[src/sv/msr_pkg.sv]
package msr_pkg;

    localparam logic [15:0] UNITY_GAIN  = 16'd32768;
    localparam logic [14:0] FULL_SCALE  = 15'd32767;

    // Direction codes, 2-bit two's complement
    localparam logic signed [1:0] DIR_NONE = 2'sb00;
    localparam logic signed [1:0] DIR_FWD  = 2'sb01;
    localparam logic signed [1:0] DIR_REV  = 2'sb11;

    // Input opcodes
    localparam logic OP_TICK    = 1'b0;
    localparam logic OP_DISABLE = 1'b1;

    // Configuration register indexes
    localparam logic [1:0] CFG_GAIN        = 2'd0;
    localparam logic [1:0] CFG_FORCE_LIMIT = 2'd1;
    localparam logic [1:0] CFG_DUTY_LIMIT  = 2'd2;
    localparam logic [1:0] CFG_SLEW_STEP   = 2'd3;

    typedef enum logic [1:0] {
        PH_DRIVE = 2'd0,
        PH_DEAD1 = 2'd1,
        PH_DEAD2 = 2'd2
    } t_phase;

    // Scaled tick handed from the input stage to the control stage
    typedef struct packed {
        logic               opcode;
        logic signed [1:0]  req;
        logic [14:0]        target;
    } t_tick;

    typedef struct packed {
        logic               done;
        logic               enable;
        logic [14:0]        duty;
        logic signed [1:0]  dir;
    } t_result;

endpackage

[src/sv/msr_scale.sv]
// Input stage: gain multiply, force clamp and duty target, registered.
module msr_scale (
    input  logic                 i_clk,
    input  logic                 i_rst_n,
    input  logic                 i_load,
    input  logic                 i_take,
    input  logic                 i_opcode,
    input  logic signed [15:0]   i_force,
    input  logic [15:0]          i_gain,
    input  logic [14:0]          i_force_limit,
    input  logic [14:0]          i_duty_limit,
    output logic                 o_valid,
    output msr_pkg::t_tick       o_tick
);

    logic                 r_valid;
    msr_pkg::t_tick       r_tick;
    msr_pkg::t_tick       n_tick;
    logic [15:0]          w_mag;
    logic [15:0]          w_gain;
    logic [31:0]          w_prod;
    logic [15:0]          w_scaled;
    logic [14:0]          w_clamped;

    always_comb begin
        w_mag  = i_force[15] ? 16'(~i_force + 16'sd1) : 16'(i_force);
        w_gain = (i_gain > msr_pkg::UNITY_GAIN) ? msr_pkg::UNITY_GAIN : i_gain;
        w_prod = 32'(w_mag) * 32'(w_gain);
        w_scaled = w_prod[30:15];
        w_clamped = (w_scaled > 16'(i_force_limit)) ? i_force_limit : w_scaled[14:0];

        n_tick.opcode = i_opcode;
        n_tick.target = (w_clamped > i_duty_limit) ? i_duty_limit : w_clamped;
        if (w_clamped == 15'd0) begin
            n_tick.req = msr_pkg::DIR_NONE;
        end else if (i_force[15]) begin
            n_tick.req = msr_pkg::DIR_REV;
        end else begin
            n_tick.req = msr_pkg::DIR_FWD;
        end
    end

    always_ff @(posedge i_clk) begin
        if (!i_rst_n) begin
            r_valid <= 1'b0;
        end else if (i_load) begin
            r_valid <= 1'b1;
        end else if (i_take) begin
            r_valid <= 1'b0;
        end
    end

    always_ff @(posedge i_clk) begin
        if (i_load) begin
            r_tick <= n_tick;
        end
    end

    assign o_valid = r_valid;
    assign o_tick  = r_tick;

endmodule

[src/sv/msr_ctrl.sv]
// Reversal sequencer, slew limiter and result register.
module msr_ctrl (
    input  logic                 i_clk,
    input  logic                 i_rst_n,
    input  logic                 i_valid,
    input  msr_pkg::t_tick       i_tick,
    input  logic [14:0]          i_slew_step,
    input  logic                 i_out_ready,
    output logic                 o_take,
    output logic                 o_out_valid,
    output msr_pkg::t_result     o_result
);

    msr_pkg::t_phase      r_phase;
    msr_pkg::t_phase      n_phase;
    logic signed [1:0]    r_cur_dir;
    logic signed [1:0]    n_cur_dir;
    logic signed [1:0]    r_pend_dir;
    logic signed [1:0]    n_pend_dir;
    logic [14:0]          r_duty;
    logic [14:0]          n_duty;
    logic                 r_out_valid;
    msr_pkg::t_result     r_result;
    msr_pkg::t_result     n_result;
    logic                 w_take;
    logic [14:0]          w_gap;
    logic [14:0]          w_step;
    logic signed [1:0]    w_dir;

    assign w_take = i_valid && (!r_out_valid || i_out_ready);

    always_comb begin
        n_phase    = r_phase;
        n_cur_dir  = r_cur_dir;
        n_pend_dir = r_pend_dir;
        n_duty     = r_duty;
        n_result   = '0;
        w_gap  = (i_tick.target > r_duty) ? (i_tick.target - r_duty)
                                          : (r_duty - i_tick.target);
        w_step = (w_gap > i_slew_step) ? i_slew_step : w_gap;
        w_dir  = (r_cur_dir == msr_pkg::DIR_NONE) ? i_tick.req : r_cur_dir;

        if (i_tick.opcode == msr_pkg::OP_DISABLE) begin
            n_phase    = msr_pkg::PH_DRIVE;
            n_cur_dir  = msr_pkg::DIR_NONE;
            n_pend_dir = msr_pkg::DIR_NONE;
            n_duty     = '0;
        end else begin
            unique case (r_phase)
                msr_pkg::PH_DEAD1: begin
                    n_phase = msr_pkg::PH_DEAD2;
                end
                msr_pkg::PH_DEAD2: begin
                    n_phase       = msr_pkg::PH_DRIVE;
                    n_cur_dir     = r_pend_dir;
                    n_result.dir  = r_pend_dir;
                    n_result.done = 1'b1;
                end
                default: begin
                    if (i_tick.req != msr_pkg::DIR_NONE && r_cur_dir != msr_pkg::DIR_NONE
                        && i_tick.req != r_cur_dir) begin
                        // opposite request: start dead time
                        n_duty     = '0;
                        n_pend_dir = i_tick.req;
                        n_phase    = msr_pkg::PH_DEAD1;
                    end else if (i_tick.req == msr_pkg::DIR_NONE || i_tick.target == 15'd0) begin
                        n_duty       = '0;
                        n_result.dir = r_cur_dir;
                    end else begin
                        n_cur_dir = w_dir;
                        n_duty    = (i_tick.target > r_duty) ? (r_duty + w_step)
                                                             : (r_duty - w_step);
                        n_result.dir    = w_dir;
                        n_result.duty   = n_duty;
                        n_result.enable = (n_duty != 15'd0);
                    end
                end
            endcase
        end
    end

    always_ff @(posedge i_clk) begin
        if (!i_rst_n) begin
            r_phase    <= msr_pkg::PH_DRIVE;
            r_cur_dir  <= msr_pkg::DIR_NONE;
            r_pend_dir <= msr_pkg::DIR_NONE;
            r_duty     <= '0;
        end else if (w_take) begin
            r_phase    <= n_phase;
            r_cur_dir  <= n_cur_dir;
            r_pend_dir <= n_pend_dir;
            r_duty     <= n_duty;
        end
    end

    always_ff @(posedge i_clk) begin
        if (!i_rst_n) begin
            r_out_valid <= 1'b0;
        end else if (w_take) begin
            r_out_valid <= 1'b1;
        end else if (i_out_ready) begin
            r_out_valid <= 1'b0;
        end
    end

    always_ff @(posedge i_clk) begin
        if (w_take) begin
            r_result <= n_result;
        end
    end

    assign o_take      = w_take;
    assign o_out_valid = r_out_valid;
    assign o_result    = r_result;

endmodule

[src/sv/motor_drive_slew_reversal_top.sv]
// Motor drive: slew-limited PWM duty with a dead time on direction reversal.
//
// Input stream (s_axis): one item per control tick. tuser carries the opcode
// (0 tick, 1 disable), tdata the signed 16-bit force request. Every item
// gives exactly one result item on the output stream (m_axis).
// Config channel: index/data write, always ready; write only while idle.
//
// An accepted item goes into the input register, then the result register.
// Throughput: one item per cycle while the receiver does not stall. The
// first register holds the gain product, clamp and duty target; the second
// stage runs the reversal sequencer and slew limiter and loads the result
// register, so the multiplier and the slew path sit in separate cycles.
//
// Reset (i_rst_n low, synchronous) empties both stages, sets gain to unity,
// all limits to full scale and the drive state to idle with zero duty.
// When the receiver stalls, the result register holds its item and the
// input register still takes one more item; after that s_tready drops
// until the result is taken.
module motor_drive_slew_reversal_top (
    input  logic         i_clk,
    input  logic         i_rst_n,
    // input item
    input  logic         s_axis_tvalid,
    output logic         s_axis_tready,
    input  logic [15:0]  s_axis_tdata,   // [15:0] force_request
    input  logic         s_axis_tuser,   // [0] opcode
    // result item
    output logic         m_axis_tvalid,
    input  logic         m_axis_tready,
    output logic [23:0]  m_axis_tdata,   // [1:0] drive_direction, [16:2] duty,
                                         // [17] drive_enable, [18] reversal_done
    // configuration writes
    input  logic         i_cfg_valid,
    output logic         o_cfg_ready,
    input  logic [1:0]   i_cfg_index,
    input  logic [15:0]  i_cfg_data
);

    logic [15:0]         r_gain;
    logic [14:0]         r_force_limit;
    logic [14:0]         r_duty_limit;
    logic [14:0]         r_slew_step;
    logic                w_load;
    logic                w_take;
    logic                w_tick_valid;
    msr_pkg::t_tick      w_tick;
    msr_pkg::t_result    w_result;

    // Config registers
    always_ff @(posedge i_clk) begin
        if (!i_rst_n) begin
            r_gain        <= msr_pkg::UNITY_GAIN;
            r_force_limit <= msr_pkg::FULL_SCALE;
            r_duty_limit  <= msr_pkg::FULL_SCALE;
            r_slew_step   <= msr_pkg::FULL_SCALE;
        end else if (i_cfg_valid) begin
            unique case (i_cfg_index)
                msr_pkg::CFG_GAIN:        r_gain        <= i_cfg_data;
                msr_pkg::CFG_FORCE_LIMIT: r_force_limit <= i_cfg_data[14:0];
                msr_pkg::CFG_DUTY_LIMIT:  r_duty_limit  <= i_cfg_data[14:0];
                msr_pkg::CFG_SLEW_STEP:   r_slew_step   <= i_cfg_data[14:0];
                default: ;
            endcase
        end
    end

    assign o_cfg_ready   = 1'b1;
    // input register frees up whenever its item moves on this cycle
    assign s_axis_tready = !w_tick_valid || w_take;
    assign w_load        = s_axis_tvalid && s_axis_tready;

    msr_scale u_scale (
        .i_clk         (i_clk),
        .i_rst_n       (i_rst_n),
        .i_load        (w_load),
        .i_take        (w_take),
        .i_opcode      (s_axis_tuser),
        .i_force       (s_axis_tdata),
        .i_gain        (r_gain),
        .i_force_limit (r_force_limit),
        .i_duty_limit  (r_duty_limit),
        .o_valid       (w_tick_valid),
        .o_tick        (w_tick)
    );

    msr_ctrl u_ctrl (
        .i_clk       (i_clk),
        .i_rst_n     (i_rst_n),
        .i_valid     (w_tick_valid),
        .i_tick      (w_tick),
        .i_slew_step (r_slew_step),
        .i_out_ready (m_axis_tready),
        .o_take      (w_take),
        .o_out_valid (m_axis_tvalid),
        .o_result    (w_result)
    );

    assign m_axis_tdata = {5'd0, w_result.done, w_result.enable, w_result.duty, w_result.dir};

endmodule

[config.mk]
export PLATFORM = sky130hd
export DESIGN_NAME = motor_drive_slew_reversal_top
export DESIGN_NICKNAME = d
export VERILOG_FILES = /design/src/sv/msr_pkg.sv /design/src/sv/msr_scale.sv /design/src/sv/msr_ctrl.sv /design/src/sv/motor_drive_slew_reversal_top.sv
export SDC_FILE = /design/constraint.sdc
export NUM_CORES = 1
export LEC_CHECK = 0
export BUFFER_PORTS_ARGS = -buffer_cell sky130_fd_sc_hd__buf_4
export CORE_ASPECT_RATIO = 1.5
export CORE_UTILIZATION = 53
export DETAILED_ROUTE_END_ITERATION = 8
export GPL_TIMING_DRIVEN = 0
export HOLD_SLACK_MARGIN = 0.05
export PLACE_DENSITY = 0.74
export SETUP_SLACK_MARGIN = 0.4
export SLEW_MARGIN = 20
export SYNTH_ARGS = -nofsm -noshare
export SYNTH_HDL_FRONTEND = slang
export SYNTH_SLANG_ARGS = --single-unit
export TNS_END_PERCENT = 30
[constraint.sdc]
create_clock -name i_clk -period 13.15 [get_ports i_clk]
set_input_delay 1.315 -clock i_clk [delete_from_list [all_inputs] [get_ports i_clk]]
set_output_delay 1.315 -clock i_clk [all_outputs]
set_load 0.03 [all_outputs]
## After elaboration in Yosys (flattened, before gate mapping)

Index checks and enable logic that the tools add are counted.

| word-level totals | value |
|---|---|
| register bits after elaboration | 121 |
| bits in latches | 0 |
| RAM bits | 0 |
| bits in read-only memories | 0 |
| bits of input ports | 40 |
| output and inout bits | 27 |
| word-level logic and storage cells | 99 |
| memories kept | 0 |

| cells by class | value |
|---|---|
| add/subtract/negate cells | 5 |
| $mul | 1 |
| div/mod/pow operators | 0 |
| magnitude comparators | 5 |
| equality and inequality tests | 9 |
| shift operators | 0 |
| muxes and demuxes | 30 |
| bitwise gates (word level) | 1 |
| reductions and logical operators | 31 |

Operator list:

| kind | number |
|---|---|
| 2-to-1 mux 15 bit | 9 |
| > comparator 15 bit | 3 |
| subtractor 15 bit | 3 |
| 2-to-1 mux 16 bit | 2 |
| multiplier 16 x 16 -> 31 bit | 1 |
| zero test 15 bit | 2 |
| 2-to-1 mux 2 bit | 11 |
| adder 16 x 2 -> 16 bit, second input constant | 1 |
| > comparator 16 x 15 -> 1 bit | 1 |
| > comparator 16 bit, second input constant | 1 |
| NOT 16 bit | 1 |
| adder 15 bit | 1 |
| nonzero test 15 bit | 1 |
| case mux 2 bit (2 select lines) | 3 |
| AND reduction 2 bit | 6 |
| nonzero test 2 bit | 5 |
| equality test 2 bit, second input constant | 3 |
| zero test 2 bit | 3 |
| AND reduction 3 bit | 2 |
| 2-to-1 mux 1 bit | 5 |
| OR reduction 5 bit | 1 |
| equality test 2 x 1 -> 1 bit, second input constant | 2 |
| logical AND 1 bit | 4 |
| nonzero test 4 bit | 1 |
| other kinds (7) | 10 |

## Depth between registers and ports, before layout

| depth | value |
|---|---|
| depth after elaboration | 10 |
| mapped depth | 53 |
| mapped depth without buffers | 49 |

## Modules after synthesis

A second synthesis with hierarchy kept.

| second synthesis, totals | value |
|---|---|
| cells, all modules | 2099 |
| area total of the unflattened synthesis | 17809.6 um^2 |

Modules (own cells, without submodules):

| module | times used | cells each | area an instance (um^2) | seq. area each (um^2) |
|---|---|---|---|---|
| msr_scale | 1 | 1258 | 10571.4 | 560.5 |
| msr_ctrl | 1 | 596 | 4697.0 | 1011.0 |
| motor_drive_slew_reversal_top | 1 | 245 | 2541.2 | 1221.2 |

## Worst setup path before layout

Ideal clock, no wire load.

| timing path | value |
|---|---|
| path kind | input port to flip-flop |
| start | in s_axis_tdata[0] |
| end | reg u_scale.r_tick (netlist bit u_scale.o_tick[10]) (data pin) |
| setup time | 260 ps |
| arrival time | 12777 ps |
| data required time | 12890 ps |
| path slack | 113 ps |
| cell stages on the path | 51 |
| path buffers | 5 |
| cells stage by stage | buf_6 clkinv_1 ha_1 nand2_1 or4_1 o41ai_1 o21ai_0 xor2_1 clkbuf_1 nand2_1 fa_1 fa_1 inv_1 fa_1 fa_1 fa_1 inv_1 fa_1 [15 not listed] a21oi_1 or2_1 buf_6 buf_6 mux2_4 ha_1 nor2b_1 o21ai_0 nand2b_1 a21oi_1 nor2b_1 o21ai_0 nand2b_1 a21oi_1 o221ai_1 o31ai_1 clkbuf_1 mux2_2 |

RTL lines:

| what | RTL line | text |
|---|---|---|
| from (decl) | motor_drive_slew_reversal_top.sv:25 | `input logic [15:0] s_axis_tdata,` |
| to (signal assigned) | msr_scale.sv:55 | `r_tick <= n_tick;` |
| to (decl) | msr_scale.sv:17 | `msr_pkg::t_tick r_tick;` |

==> impl_metrics.ini <==
[run_status]
status = complete, no violations

[sta]
max_freq_mhz = 80.7
setup_slack_ns = 0.762
slew_headroom = 0.239
fin_crit_sh = 0.942
hold_violations = 0
period_needed_ns = 12.39
hold_ws_ns = 0.489
worst_pin_slew_ns = 1.13
final-setup-viol-count = 0
finClkSkew_ns = 0.00878
slew_violations = 0
rsz0062_at_grt = no

[synth]
syn_area_um2 = 17000
synth-compound-area-share = 0.130
synth-simple-area-share = 0.173
synthMostInstantiatedCell = inv_1
synth_top_family_by_area = adder cells
ys_ff_latch = 121
synthMuxAreaShare = 0.0224
synth_adder_area_share = 0.371
yosysSeqAreaShare = 0.165
synth-async-reset-ratio = 0
yosysTopAreaCell = fa_1
yosys.cell_types.count = 77
ys_warn_count = 0
ys.flop_type = dfxtp_1
avgSynthCellArea_um2 = 8.50
synthCells = 1994
synth_xor_area_frac = 0.0436
synthTopCellsByCount = inv_1 (334), nand2_1 (284), fa_1 (195)
synthTopCellsByArea = fa_1 (23%), ha_1 (14%), dfxtp_1 (9.9%)
synth_edf_count = 37
synth_top_area_frac = 0.230

[clock_network]
cts_tree = yes
clock_sinks = 121
htree_levels = 4
clkTransAtPathRegs_ns = 0.07
clock_path_buffers = 2
holdBufCountCts = 0
insertion_delay_ns = 0.43
cts_buffers = 17
cts_root_buf = clkbuf_16

[setup_path]
worstPathMaxFanout = 10
max_stage_delay_ns = 0.55
endpoint_kind = register
critPathTopFamily = adder cells
path_depth = 52
reg2reg_to = u_scale.o_tick[0]$_DFFE_PP_
crit_top_cell = fa_1
crit_required_ns = 13.33
start_kind = primary input
crit_start = s_axis_tdata[1]
cp_slowest_cell = fa_1
critPathKind = primary input to register
rr_startpoint = r_gain[15]$_SDFFE_PN1P_
r2r_cells = 51
arrival_ns = 12.57
timing.reg2reg.setup_slack_ns = 1.21
critPathBufInv = 9

[routing]
drc = 0
drtAntennaViolNets = 0
routedWlPerCell_um = 20.1
avgViaCountPerCell = 5.84
num_vias = 14800
firstDrtPassIters = 5
wl_um = 50900
drtIter0Drc = 801

[power]
p_total_mw = 2.60
ir_drop_uv = 125
power.density_nw_per_um2 = 135
p_leak_nw = 9.25

[hold_path]
worstHoldPathCells = 2
hp-class = register to register
holdPathEnd = u_ctrl.r_duty[14]$_SDFFE_PN0P_
hold_start = u_ctrl.r_duty[14]$_SDFFE_PN0P_

[die]
die_x_um = 148
initial_core_util = 0.543
fp.coreArea_um2 = 31200
dieArea_um2 = 32700
rows = 79
pin_count = 67
die_h_um = 221

[global_routing]
gr-total-overflow = 0
grt.total_usage = 0.319
grt_pass1_vias = 15400
antenna_found_initial = 0
grt_max_degree = 26
grt_pass1_wl_um = 79800

[run]
max-cap-violations = 0

[final_layout]
area_delta_synth_final_pct = 13.8
final_nets = 2540
nFillCells = 2666
drive_gt1_frac = 0.113
post-route-util = 0.617
diodes = 0
stdcell_area_um2 = 19300

[place]
dp_hpwl_um = 40400
place_area_um2 = 17900
dp_slack_ns = -1.84
gp_congestion = 1.01
port_buffers = 58
## per-stage QoR
step,TNS [ns],instances
floorplan,0,1998
global placement,-22.99,2461
detailed placement,-24.27,2461
CTS,0,2517
global route,0,2533
finish,0,2533
## where the power goes
group | internal (mW) | total [mW] | switching [mW]
Sequential | 0.452 | 0.493 | 0.0412
Combinational | 0.619 | 1.64 | 1.02
Clock | 0.281 | 0.472 | 0.191
## sequential cells by signal, summed over array words and instances (netlist names)
signal	flops
u_ctrl.r_cur_dir	2
r_gain	16
u_ctrl.o_result	19
u_ctrl.r_phase	2
u_ctrl.o_out_valid	1
r_force_limit	15
u_ctrl.r_duty	15
r_slew_step	15
u_scale.o_tick	18
r_duty_limit	15
u_ctrl.r_pend_dir	2
u_scale.o_valid	1
## worst min-delay path: cells and delay by family (launching register included)
| family | cells | cell delay, ns |
|---|---|---|
| AOI/OAI and AO/OA | 1 | 0.06 |
| DFF | 1 | 0.31 |
| and+or+nand+nor | 1 | 0.07 |
## placed cells by master, fill, tap and decap left out, types with 25 or more instances in the layout
cell type and count:
dfxtp_1 84, xor2_1 32, edfxtp_1 37, o21ai_0 41, ha_1 183, fa_1 195, a21o_1 34, nor2_1 141
a21oi_1 59, clkbuf_1 62, a21boi_0 25, nand2_1 280, buf_4 100, nor2b_1 57, xnor2_1 36, o211ai_1 49
inv_1 332
## kinds of logic after synthesis
group | after synthesis
adder cells (fa/ha/maj) | 385
buffers and inverters | 418
flip-flops | 121
AO/OA/AOI/OAI | 322
XOR/XNOR | 82
other | 2
AND/OR/NAND/NOR | 632
multiplexers | 32
## area by class of cell
| class | count | area [um2] | area share |
|---|---|---|---|
| Multi-Input combinational cell | 1459 | 13000 | 0.672 |
| Clock inverter | 13 | 129 | 0.00668 |
| Tap cell | 405 | 507 | 0.0263 |
| Inverter | 335 | 1260 | 0.0655 |
| Timing Repair Buffer | 98 | 753 | 0.0391 |
| Sequential cell | 121 | 2790 | 0.145 |
| Clock buffer | 19 | 464 | 0.0241 |
| Buffer | 83 | 414 | 0.0215 |
## metal layers
layer  GRT usage  share of wire  vias to the layer above
met4       0.265          0.095                        0
met2       0.580           0.51                      673
met3      0.0410          0.059                      248
met1       0.320           0.33                     7139
met5           0              0                        -
li1            -              -                     6742
## repair_timing
item,4_1_cts,5_1_grt
endpoints found under the setup margin,15,15
gates resized for setup,59,28
buffers inserted,23,16
gates cloned,1,0
pin swaps,23,43
## worst max path at each step
stage | endpoint | slack (ns)
finish | u_scale.o_tick[0]$_DFFE_PP_ | 0.76
global route | u_scale.o_tick[0]$_DFFE_PP_ | 0.35
CTS | u_scale.o_tick[0]$_DFFE_PP_ | 0.40
detailed placement | u_scale.o_tick[11]$_DFFE_PP_ | -1.84
global placement | u_scale.o_tick[11]$_DFFE_PP_ | -1.75
floorplan | u_scale.o_tick[10]$_DFFE_PP_ | 0.42
No activity file was read; power rests on OpenSTA's default activity.
